--- config.mk ---
export PLATFORM = sky130hd
export DESIGN_NAME = eased_fade_timer
export DESIGN_NICKNAME = d
export VERILOG_FILES = /design/src/efade_pkg.sv /design/src/eased_fade_timer.sv
export VERILOG_INCLUDE_DIRS = /design/src /design/src/src
export SDC_FILE = /design/constraint.sdc
export NUM_CORES = 1
export LEC_CHECK = 0
export BUFFER_PORTS_ARGS = -buffer_cell sky130_fd_sc_hd__buf_2
export CORE_MARGIN = 2
export CORE_UTILIZATION = 70
export CTS_CLUSTER_SIZE = 16
export DETAILED_ROUTE_END_ITERATION = 12
export GPL_TIMING_DRIVEN = 0
export PLACE_DENSITY = 0.89
export RECOVER_POWER = 25
export SETUP_SLACK_MARGIN = 0.3
export SLEW_MARGIN = 20
export SYNTH_ARGS = -nofsm -noshare
export SYNTH_HDL_FRONTEND = slang
export SYNTH_SLANG_ARGS = --single-unit
--- constraint.sdc ---
create_clock -name clk -period 12.6 [get_ports clk]
set_input_delay 2.52 -clock clk [delete_from_list [all_inputs] [get_ports clk]]
set_output_delay 2.52 -clock clk [all_outputs]
set_load 0.1 [all_outputs]
--- src/eased_fade_timer_defines.svh ---
// Assertion macros for the eased fade timer.
// Used by the top level; needs clk and rst_n in the including scope.
`ifndef EASED_FADE_TIMER_DEFINES_SVH
`define EASED_FADE_TIMER_DEFINES_SVH

// Check that a condition holds at every clock edge outside reset.
`define EFT_ASSERT_ALWAYS(label, cond, msg) \
    label: assert property (@(posedge clk) disable iff (!rst_n) (cond)) else $error(msg);

// Check that a trigger implies a consequence on the same edge.
`define EFT_ASSERT_IMPLIES(label, trig, cons, msg) \
    label: assert property (@(posedge clk) disable iff (!rst_n) (trig) |-> (cons)) \
        else $error(msg);

`endif

--- src/efade_pkg.sv ---
// Shared constants, codes and types for the eased fade timer.
// No dependencies; imported by the top level.
package efade_pkg;

    localparam int FRAC_BITS  = 16;
    localparam int TIME_WIDTH = 32;

    // phase and alpha are Q1.FRAC_BITS
    localparam int P_W       = FRAC_BITS + 1;
    localparam int SQ_W      = 2 * P_W;
    localparam int DIV_STEPS = FRAC_BITS + 1;
    localparam int CNT_W     = $clog2(DIV_STEPS);

    localparam logic [P_W-1:0] ONE_Q = P_W'(1) << FRAC_BITS;

    localparam int CFG_IDX_W  = 2;
    localparam int SHAPE_W    = 3;
    localparam int S_DATA_W   = ((TIME_WIDTH + 7) / 8) * 8;
    localparam int M_DATA_W   = ((P_W + 7) / 8) * 8;

    typedef enum logic [CFG_IDX_W-1:0] {
        CFG_DURATION = 2'd0,
        CFG_SHAPE    = 2'd1,
        CFG_GROWING  = 2'd2
    } cfg_idx_t;

    typedef enum logic [1:0] {
        REQ_START = 2'd0,
        REQ_STOP  = 2'd1,
        REQ_TICK  = 2'd2
    } req_t;

    typedef enum logic [1:0] {
        EV_STARTED = 2'd0,
        EV_UPDATED = 2'd1,
        EV_ENDED   = 2'd2
    } event_t;

    typedef enum logic [SHAPE_W-1:0] {
        SHAPE_ZERO   = 3'd0,
        SHAPE_ONE    = 3'd1,
        SHAPE_LINEAR = 3'd2,
        SHAPE_QIN    = 3'd3,
        SHAPE_QOUT   = 3'd4,
        SHAPE_QINOUT = 3'd5
    } shape_t;

    typedef enum logic [2:0] {
        ST_IDLE,
        ST_CHECK,
        ST_DIV,
        ST_MUL,
        ST_FIN
    } state_t;

endpackage

--- src/eased_fade_timer.sv ---
// Eased fade timer: elapsed-time tracking, bit-serial phase divide and easing.
// Depends on efade_pkg and eased_fade_timer_defines.svh.
//
//  channel  | direction | signals                          | contents
//  ---------+-----------+----------------------------------+---------------------------------
//  s        | in        | s_tvalid s_tready s_tdata s_tuser | tdata delta_time, tuser req_type
//  m        | out       | m_tvalid m_tready m_tdata m_tuser | tdata alpha, tuser kind+running
//  cfg      | in        | cfg_we cfg_index cfg_data        | duration, curve_shape, growing
//
// Start and stop pass through the MUL and FIN states before their result is registered on m;
// a tick while running passes through CHECK, the DIV_STEPS steps of the radix-2 divider that
// forms one phase bit per cycle (skipped if the run ends), MUL and FIN. s_tready rises as the
// result is registered and the sequencer returns to idle; a word with no result stays in idle.
// A finished result waits in the output register; while it waits, the next result holds
// in the sequencer and s_tready stays low.
// Reset clears the timer to idle and loads the register defaults; no clearing pass.
`include "eased_fade_timer_defines.svh"

module eased_fade_timer
    import efade_pkg::*;
(
    input  logic                  clk,
    input  logic                  rst_n,
    input  logic                  s_tvalid,
    output logic                  s_tready,
    input  logic [S_DATA_W-1:0]   s_tdata,   // [31:0] delta_time
    input  logic [1:0]            s_tuser,   // [1:0] req_type
    output logic                  m_tvalid,
    input  logic                  m_tready,
    output logic [M_DATA_W-1:0]   m_tdata,   // [16:0] alpha, rest zero
    output logic [2:0]            m_tuser,   // [1:0] event_kind, [2] is_running
    input  logic                  cfg_we,
    input  logic [CFG_IDX_W-1:0]  cfg_index,
    input  logic [TIME_WIDTH-1:0] cfg_data
);

    state_t                 state_reg,    state_next;
    logic [TIME_WIDTH-1:0]  dur_reg;
    logic [SHAPE_W-1:0]     shape_reg;
    logic                   grow_reg;
    logic [TIME_WIDTH-1:0]  elapsed_reg,  elapsed_next;
    logic                   running_reg,  running_next;
    logic [TIME_WIDTH:0]    rem_reg,      rem_next;
    logic [P_W-1:0]         phase_reg,    phase_next;
    logic [CNT_W-1:0]       cnt_reg,      cnt_next;
    logic [1:0]             kind_reg,     kind_next;
    logic [SQ_W-1:0]        sq_reg,       sq_next;
    logic                   ovalid_reg,   ovalid_next;
    logic [P_W-1:0]         alpha_reg,    alpha_next;
    logic [1:0]             okind_reg,    okind_next;
    logic                   orun_reg,     orun_next;

    logic [TIME_WIDTH-1:0]  dur_eff;
    logic [TIME_WIDTH:0]    tick_sum;
    logic [TIME_WIDTH:0]    trial;
    logic                   trial_ge;
    logic [P_W-1:0]         sq_op;
    logic                   below_half;
    logic [P_W-1:0]         curve;
    logic                   accept;
    logic                   out_free;

    // Treat a zero duration as one
    assign dur_eff = (dur_reg == '0) ? TIME_WIDTH'(1) : dur_reg;

    assign accept   = s_tvalid && s_tready;
    assign out_free = !ovalid_reg || m_tready;
    assign s_tready = (state_reg == ST_IDLE);

    // Saturating elapsed-time add
    assign tick_sum = {1'b0, elapsed_reg} + {1'b0, s_tdata[TIME_WIDTH-1:0]};

    // Radix-2 divide step: no shift on the first step, since elapsed <= duration
    assign trial    = (cnt_reg == CNT_W'(DIV_STEPS - 1)) ? rem_reg
                                                         : {rem_reg[TIME_WIDTH-1:0], 1'b0};
    assign trial_ge = (trial >= {1'b0, dur_eff});

    // Pick the squaring operand: p or one minus p
    assign below_half = (phase_reg[FRAC_BITS:FRAC_BITS-1] == 2'b00);
    always_comb
    begin
        if (shape_reg == SHAPE_QIN || (shape_reg == SHAPE_QINOUT && below_half))
            sq_op = phase_reg;
        else
            sq_op = ONE_Q - phase_reg;
    end

    // Shape the square into the curve value and apply inversion
    always_comb
    begin
        unique case (shape_reg)
            SHAPE_ZERO:   curve = '0;
            SHAPE_LINEAR: curve = grow_reg ? phase_reg : ONE_Q - phase_reg;
            SHAPE_QIN:
            begin
                curve = sq_reg[FRAC_BITS +: P_W];
                if (!grow_reg)
                    curve = ONE_Q - curve;
            end
            SHAPE_QOUT:
            begin
                curve = ONE_Q - sq_reg[FRAC_BITS +: P_W];
                if (!grow_reg)
                    curve = ONE_Q - curve;
            end
            SHAPE_QINOUT:
            begin
                if (below_half)
                    curve = sq_reg[FRAC_BITS-1 +: P_W];
                else
                    curve = ONE_Q - sq_reg[FRAC_BITS-1 +: P_W];
                if (!grow_reg)
                    curve = ONE_Q - curve;
            end
            default:      curve = ONE_Q;
        endcase
    end

    // Sequencer: next state and datapath updates
    always_comb
    begin
        state_next   = state_reg;
        elapsed_next = elapsed_reg;
        running_next = running_reg;
        rem_next     = rem_reg;
        phase_next   = phase_reg;
        cnt_next     = cnt_reg;
        kind_next    = kind_reg;
        sq_next      = sq_reg;
        ovalid_next  = ovalid_reg && !m_tready;
        alpha_next   = alpha_reg;
        okind_next   = okind_reg;
        orun_next    = orun_reg;

        unique case (state_reg)
            ST_IDLE:
            begin
                if (accept)
                begin
                    priority case (s_tuser)
                        REQ_START:
                        begin
                            if (!running_reg)
                            begin
                                running_next = 1'b1;
                                elapsed_next = '0;
                                phase_next   = '0;
                                kind_next    = EV_STARTED;
                                state_next   = ST_MUL;
                            end
                        end
                        REQ_STOP:
                        begin
                            if (running_reg)
                            begin
                                running_next = 1'b0;
                                phase_next   = ONE_Q;
                                kind_next    = EV_ENDED;
                                state_next   = ST_MUL;
                            end
                        end
                        REQ_TICK:
                        begin
                            if (running_reg)
                            begin
                                elapsed_next = tick_sum[TIME_WIDTH] ? '1
                                                                    : tick_sum[TIME_WIDTH-1:0];
                                state_next   = ST_CHECK;
                            end
                        end
                        default: ;
                    endcase
                end
            end
            ST_CHECK:
            begin
                // End the run once elapsed passes the duration
                if (elapsed_reg > dur_eff)
                begin
                    running_next = 1'b0;
                    phase_next   = ONE_Q;
                    kind_next    = EV_ENDED;
                    state_next   = ST_MUL;
                end
                else
                begin
                    rem_next   = {1'b0, elapsed_reg};
                    cnt_next   = CNT_W'(DIV_STEPS - 1);
                    kind_next  = EV_UPDATED;
                    state_next = ST_DIV;
                end
            end
            ST_DIV:
            begin
                // Shift one quotient bit into the phase register per cycle
                rem_next   = trial_ge ? trial - {1'b0, dur_eff} : trial;
                phase_next = {phase_reg[P_W-2:0], trial_ge};
                cnt_next   = cnt_reg - CNT_W'(1);
                if (cnt_reg == '0)
                    state_next = ST_MUL;
            end
            ST_MUL:
            begin
                sq_next    = SQ_W'(sq_op) * SQ_W'(sq_op);
                state_next = ST_FIN;
            end
            ST_FIN:
            begin
                // Hold until the output register is free
                if (out_free)
                begin
                    ovalid_next = 1'b1;
                    alpha_next  = curve;
                    okind_next  = kind_reg;
                    orun_next   = running_reg;
                    state_next  = ST_IDLE;
                end
            end
            default: state_next = ST_IDLE;
        endcase
    end

    // Control and state registers
    always_ff @(posedge clk or negedge rst_n)
    begin
        if (!rst_n)
        begin
            state_reg   <= ST_IDLE;
            elapsed_reg <= '0;
            running_reg <= 1'b0;
            ovalid_reg  <= 1'b0;
            dur_reg     <= TIME_WIDTH'(1000);
            shape_reg   <= SHAPE_ONE;
            grow_reg    <= 1'b1;
        end
        else
        begin
            state_reg   <= state_next;
            elapsed_reg <= elapsed_next;
            running_reg <= running_next;
            ovalid_reg  <= ovalid_next;
            if (cfg_we)
            begin
                priority case (cfg_index)
                    CFG_DURATION: dur_reg   <= cfg_data;
                    CFG_SHAPE:    shape_reg <= cfg_data[SHAPE_W-1:0];
                    CFG_GROWING:  grow_reg  <= cfg_data[0];
                    default: ;
                endcase
            end
        end
    end

    // Datapath registers
    always_ff @(posedge clk)
    begin
        rem_reg   <= rem_next;
        phase_reg <= phase_next;
        cnt_reg   <= cnt_next;
        kind_reg  <= kind_next;
        sq_reg    <= sq_next;
        alpha_reg <= alpha_next;
        okind_reg <= okind_next;
        orun_reg  <= orun_next;
    end

    assign m_tvalid = ovalid_reg;
    assign m_tdata  = {{(M_DATA_W - P_W){1'b0}}, alpha_reg};
    assign m_tuser  = {orun_reg, okind_reg};

    // Running flag agrees with the event kind on every result
    `EFT_ASSERT_IMPLIES(a_run_kind, m_tvalid, m_tuser[2] == (m_tuser[1:0] != EV_ENDED), "run flag")
    // Alpha never exceeds one
    `EFT_ASSERT_IMPLIES(a_alpha_range, m_tvalid, alpha_reg <= ONE_Q, "alpha above one")
    // Divider only works on a running timer
    `EFT_ASSERT_IMPLIES(a_div_running, state_reg == ST_DIV, running_reg, "divide while idle")
    // The elapsed check follows directly from an accepted word
    `EFT_ASSERT_IMPLIES(a_check_accept, state_reg == ST_CHECK, $past(accept), "check no accept")

endmodule
==> reports/qor.yml, run 1 <==
clock_tree:
  cts.sinks: 168
  clockBufferDepth: 2
  cts_tree: "built"
  cts_root_buf: "clkbuf_16"
  postCtsSetupBuffers: 0
  clkTransAtPathRegs_ps: 70
  clk_latency_ps: 450
  numCtsBuffers: 17
  cts_htree_levels: 4
  cts_hold_buf: 0
  ctsResizeCount: 0
global_route:
  grt_use_met2_pct: 65.1
  busiest_layer: "met2"
  grt_max_degree: 44
  met1_usage_pct: 48.2
  grt_pass1_wl_microns: 101000
  grt.total_usage_pct: 38.9
  use_met3_pct: 8.79
  antenna_found_initial: 1
  gr-total-overflow: 0
  grt_pass1_vias: 20000
detailed_routing:
  drtIter0Drc: 1888
  drc: 0
  wirelength_microns: 62600
  vias: 19600
  wl_per_cell_microns: 20.3
  antenna_left: 0
  drt-pass1-iter-count: 7
  vias_per_cell: 6.35
cells_and_area:
  drive_gt1_share_pct: 8.94
  mostFrequentLayoutCell: "inv_1"
  fillCellCount: 2149
  final_cell_mix: "inv_1 (345), nand2_1 (290), nor2_1 (204)"
  antennaDiodeCount: 0
  largest_reg_flops: 33
  syn_to_final_growth_pct: 7.57
  nNetsFinal: 3139
sta:
  rsz0062_at_grt: "no"
  worstMarginPinSlew_ps: 2180
  setup_viol: 0
  slew_headroom_pct: -45.0
  hold_viol_final: 0
  setup_tns_ps: 0
  fmax_ghz: 0.0897
  fin_crit_sh_pct: 88.5
  slew_violations: 76
  fin_crit_ps: 11150
  finClkSkew_ps: 20.5
floorplanning:
  io_pins: 102
  die_w_microns: 181
  fp.coreArea_sq_um: 30700
  die_area_sq_um: 32800
  initial_core_util_pct: 71.3
  fp.dieH_microns: 181
  rows: 64
synth:
  avgSynthCellArea_sq_um: 8.60
  synth_cell_type_count: 92
  synth_edf_count: 95
  synth_ff_type: "edfxtp_1"
  ys_async_sr_fraction_pct: 43.5
  ys_ff_latch: 168
  yosysWarnings: 0
  seq_area_frac_synth_pct: 21.4
  synth_area_sq_um: 21900
  syn_inst: 2549
flow_run:
  maxCapViolCount: 2
placement:
  finalWeightedCongestion: 0.975
  port_buffers: 94
  dpl.hpwl_microns: 50200
worst_hold_path:
  hold_class: "flip-flop to flip-flop"
run_status:
  violations: "max-capacitance violations, max-slew violations"
  status: "finished with violations"
critical_path:
  rrSetupSlack_ps: 1450
  startpoint_type: "flip-flop"
  arrival_ps: 11340
  cpMostUsedCell: "fa_1"
  end_kind: "flip-flop"
  cp_slowest_cell: "xor2_2"
  crit_type: "flip-flop to flip-flop"
  cp_data_required_time_ps: 12790
  path_max_fanout: 10
  slowest_delay_ps: 750
cell type report:
class	instances	area [sq um]	area share (%)
inverters	354	1330	5.65
plain buffers	111	490	2.08
flip-flops and latches	168	4690	19.9
well taps	396	495	2.10
clock inverters	13	130	0.552
repair buffers	98	512	2.17
clock buffers	19	454	1.93
multi-input cells	1922	15500	65.6
critical path: cells and delay by family (launching register included):
kind	cells	cell delay [ps]
adders and majority gates	8	3770
and+or+nand+nor	7	2310
buffers and inverters	8	1730
AOI/OAI and AO/OA	5	1560
xor gates and xnor gates	2	1140
DFF	1	380
through the flow:
step | setup slack, ps | util, % | cells | instance area [sq um] | hold slack (ps)
global placement | 1460 | 74.5 | 3045 | 22900 | 409
floorplan | 3920 | - | 2555 | 22000 | 400
detailed placement | 1740 | 74.9 | 3049 | 23000 | 415
global route | 990 | 76.7 | 3081 | 23600 | 432
finish | 1450 | 76.7 | 3081 | 23600 | 421
CTS | 1700 | 76.8 | 3081 | 23600 | 419
final timing paths:
kind / startpoint / endpoint / cells after the start
worst max-delay path: phase_reg[0] / sq_reg[32] / 30
worst min-delay path: kind_reg[1] / okind_reg[1] / 0
worst max register to register: phase_reg[0] / sq_reg[32] / 30
worst min register to register: kind_reg[1] / okind_reg[1] / 0
max in group asynchronous: rst_n / dur_reg[30] / 2
min in group asynchronous: rst_n / elapsed_reg[7] / 1
logic make-up (layout without fill, tap and decap cells):
group,count (synthesis),after routing,share of synthesized area [%]
flops,168,168,21.4
simple gates,761,761,16.3
mux,68,68,3.31
xor+xnor,164,164,6.74
buf+inv,465,595,8.32
fa+ha+maj,394,394,29.1
other cells,1,7,0.0171
compound gates,528,528,14.9
cell usage after synthesis, types with 5 or more instances:
master / n / area [sq um]
o211ai_1: 22 / 165
xor2_1: 52 / 455
or2_2: 7 / 43.8
o31a_1: 5 / 43.8
nor4b_1: 6 / 52.6
o22ai_1: 9 / 56.3
xnor2_1: 108 / 946
edfxtp_1: 95 / 2850
nand3_1: 35 / 175
mux2_2: 37 / 417
nor2_1: 204 / 766
buf_4: 12 / 90.1
or3_1: 13 / 81.3
dfrtp_1: 65 / 1630
a21o_1: 46 / 345
and3_1: 19 / 119
and2_1: 22 / 138
nor3b_1: 9 / 67.6
inv_2: 5 / 18.8
nor4_1: 16 / 100
o21ai_1: 7 / 35.0
nand4_1: 26 / 163
o21ai_0: 156 / 781
clkbuf_1: 81 / 304
nor3_1: 41 / 205
buf_1: 5 / 18.8
a21oi_1: 143 / 716
mux2i_1: 31 / 310
nand2_1: 290 / 1090
fa_1: 192 / 3840
nor2b_1: 23 / 144
o21a_1: 24 / 180
a31oi_1: 26 / 163
o21bai_1: 8 / 60.1
a221o_1: 6 / 60.1
nand2b_1: 17 / 106
o221ai_1: 9 / 78.8
a211oi_1: 15 / 113
buf_2: 11 / 55.1
dfstp_2: 8 / 210
ha_1: 202 / 2530
inv_1: 345 / 1290
routing by layer:
layer	vias up	share of wire, %
li1	8844	-
met5	-	0.019
met3	257	11
met1	9310	37
met2	1142	47
met4	2	4.7
Power of run 1 is not shown: default switching activity piles up to over one toggle a cycle in this logic, so the estimate is an artifact.
==> run 2: changes to the inputs <==
CORE_UTILIZATION = 60   (was 70)
PLACE_DENSITY = 0.78   (was 0.89)
==> run 2 against run 1 <==
Net effect: the run still ends with max-capacitance violations, max-slew violations left; fmax up 1.9%; utilization decreased by 11 points; first-iteration DRC count shrank 11%; clock skew down 4.0 ps; count of clock-buffer cells in the layout unchanged; register-to-register slack gained 210 ps; global-route usage decreased by 5.7 points; die area rose by 16%; flip-flop and latch count is the same; sequential share of layout area decreased by 0.071 points; wire length down 0.81%; largest cell class unchanged.
==> reports/qor.yml, run 2 (synthesized netlist as in run 1, its figures left out) <==
sta:
  slew_violations: 76  # unchanged
  fmax_ghz: 0.0913  # +1.9%
  finClkSkew_ps: 16.5  # -3.98 ps
  fin_crit_sh_pct: 86.9  # -1.6 points
  hold_viol_final: 0  # unchanged
  holdWs_ps: 405  # -15.9 ps
  slew_headroom_pct: -36.7  # +8.3 points
  fin_crit_ps: 10950  # -205 ps
  rsz0062_at_grt: "no"
  setup_tns_ps: 0  # unchanged
  setup_viol: 0  # unchanged
  fin_ws_ps: 1650  # +205 ps
  worstMarginPinSlew_ps: 2050  # -125 ps
clock_tree:
  cts_htree_levels: 4  # unchanged
  cts_tree: "built"
  cts_root_buf: "clkbuf_16"
  numCtsBuffers: 17  # unchanged
  clkTransAtPathRegs_ps: 80  # about the same
  postCtsSetupBuffers: 0  # unchanged
  ctsResizeCount: 0  # unchanged
  clk_latency_ps: 450  # about the same
  cts.sinks: 168  # unchanged
  clockBufferDepth: 2  # unchanged
  cts_hold_buf: 0  # unchanged
detailed_routing:
  drtIter0Drc: 1681  # -11%
  drt-pass1-iter-count: 8  # +1
  vias_per_cell: 6.07  # -4.4%
  vias: 19100  # -2.2%
  wirelength_microns: 62100  # -0.81%
  wl_per_cell_microns: 19.7  # -3.1%
  drc: 0  # unchanged
  antenna_left: 0  # unchanged
placement:
  dp_slack_ps: 1990  # +254 ps
  dpl_cell_area_sq_um: 23100  # +0.42%
  port_buffers: 94  # unchanged
  finalWeightedCongestion: 0.962  # -1.3%
  dpl.hpwl_microns: 50100  # -0.22%
critical_path:
  crit_family: "adder cells"
  critPathBufInv: 8  # unchanged
  path_max_fanout: 10  # unchanged
  cp_data_required_time_ps: 12840  # +50 ps
  arrival_ps: 11190  # -150 ps
  startpoint_type: "flip-flop"
  cpMostUsedCell: "fa_1"
  slowest_delay_ps: 820  # +70 ps
  cp_slowest_cell: "xor2_2"
  crit_type: "flip-flop to flip-flop"
  end_kind: "flip-flop"
global_route:
  grt_pass1_vias: 19300  # -3.2%
  antenna_found_initial: 0  # -1
  grt_max_degree: 41  # -6.8%
  grt.total_usage_pct: 33.2  # -5.7 points
  grt_pass1_wl_microns: 99800  # -0.82%
  gr-total-overflow: 0  # unchanged
floorplanning:
  fp.coreArea_sq_um: 36300  # +18%
  initial_core_util_pct: 60.5  # -11 points
  die_w_microns: 195  # +7.8%
  rows: 70  # +9.4%
  die_area_sq_um: 38100  # +16%
  io_pins: 102  # unchanged
  fp.dieH_microns: 195  # +7.8%
run_status:
  violations: "max-capacitance violations, max-slew violations"
  status: "finished with violations"
cells_and_area:
  antennaDiodeCount: 0  # unchanged
  drive_gt1_share_pct: 8.94  # unchanged
  final_cell_mix: "inv_1 (345), nand2_1 (290), nor2_1 (204)"
  fin_area_sq_um: 23700  # +0.36%
  largest_reg_flops: 33  # unchanged
  nNetsFinal: 3139  # unchanged
  mostFrequentLayoutCell: "inv_1"
  syn_to_final_growth_pct: 7.96
flow_run:
  maxCapViolCount: 2  # unchanged
worst_hold_path:
  hold_class: "flip-flop to flip-flop"
## run 2: through the flow
stage	cells	util (%)
floorplan	2555	-
global placement	3117	63.5
detailed placement	3121	63.8
CTS	3153	65.4
global route	3153	65.3
finish	3153	65.3
## run 2: layout make-up
class                   count  area, sq um
clock buffers              19          453
flip-flops and latches    168         4690
plain buffers             111          490
well taps                 468          586
repair buffers             98          512
clock inverters            13          134
multi-input cells        1922        15500
fillers                  3059        12600
inverters                 354         1330
## run 2: worst paths after layout
| path | from | to | slack [ps] | cells past startpoint |
|---|---|---|---|---|
| max in group asynchronous | rst_n | dur_reg[22] | 7300 | 2 |
| worst max register to register | phase_reg[0] | sq_reg[32] | 1650 | 30 |
| worst min register to register | kind_reg[0] | okind_reg[0] | 410 | 0 |
| worst min-delay path | kind_reg[0] | okind_reg[0] | 410 | 0 |
| worst max-delay path | phase_reg[0] | sq_reg[32] | 1650 | 30 |
| min in group asynchronous | rst_n | elapsed_reg[8] | 2590 | 1 |
## run 2: layer usage
| metal | vias up | GRT usage (%) | share of wire [%] |
|---|---|---|---|
| met2 | 822 | 56.6 | 48 |
| li1 | 8830 | - | - |
| met1 | 9325 | 42.9 | 40 |
| met4 | 0 | 11.9 | 3.3 |
| met5 | - | 0 | 0 |
| met3 | 154 | 5.22 | 7.8 |
Power of run 2 is left out for the same reason.
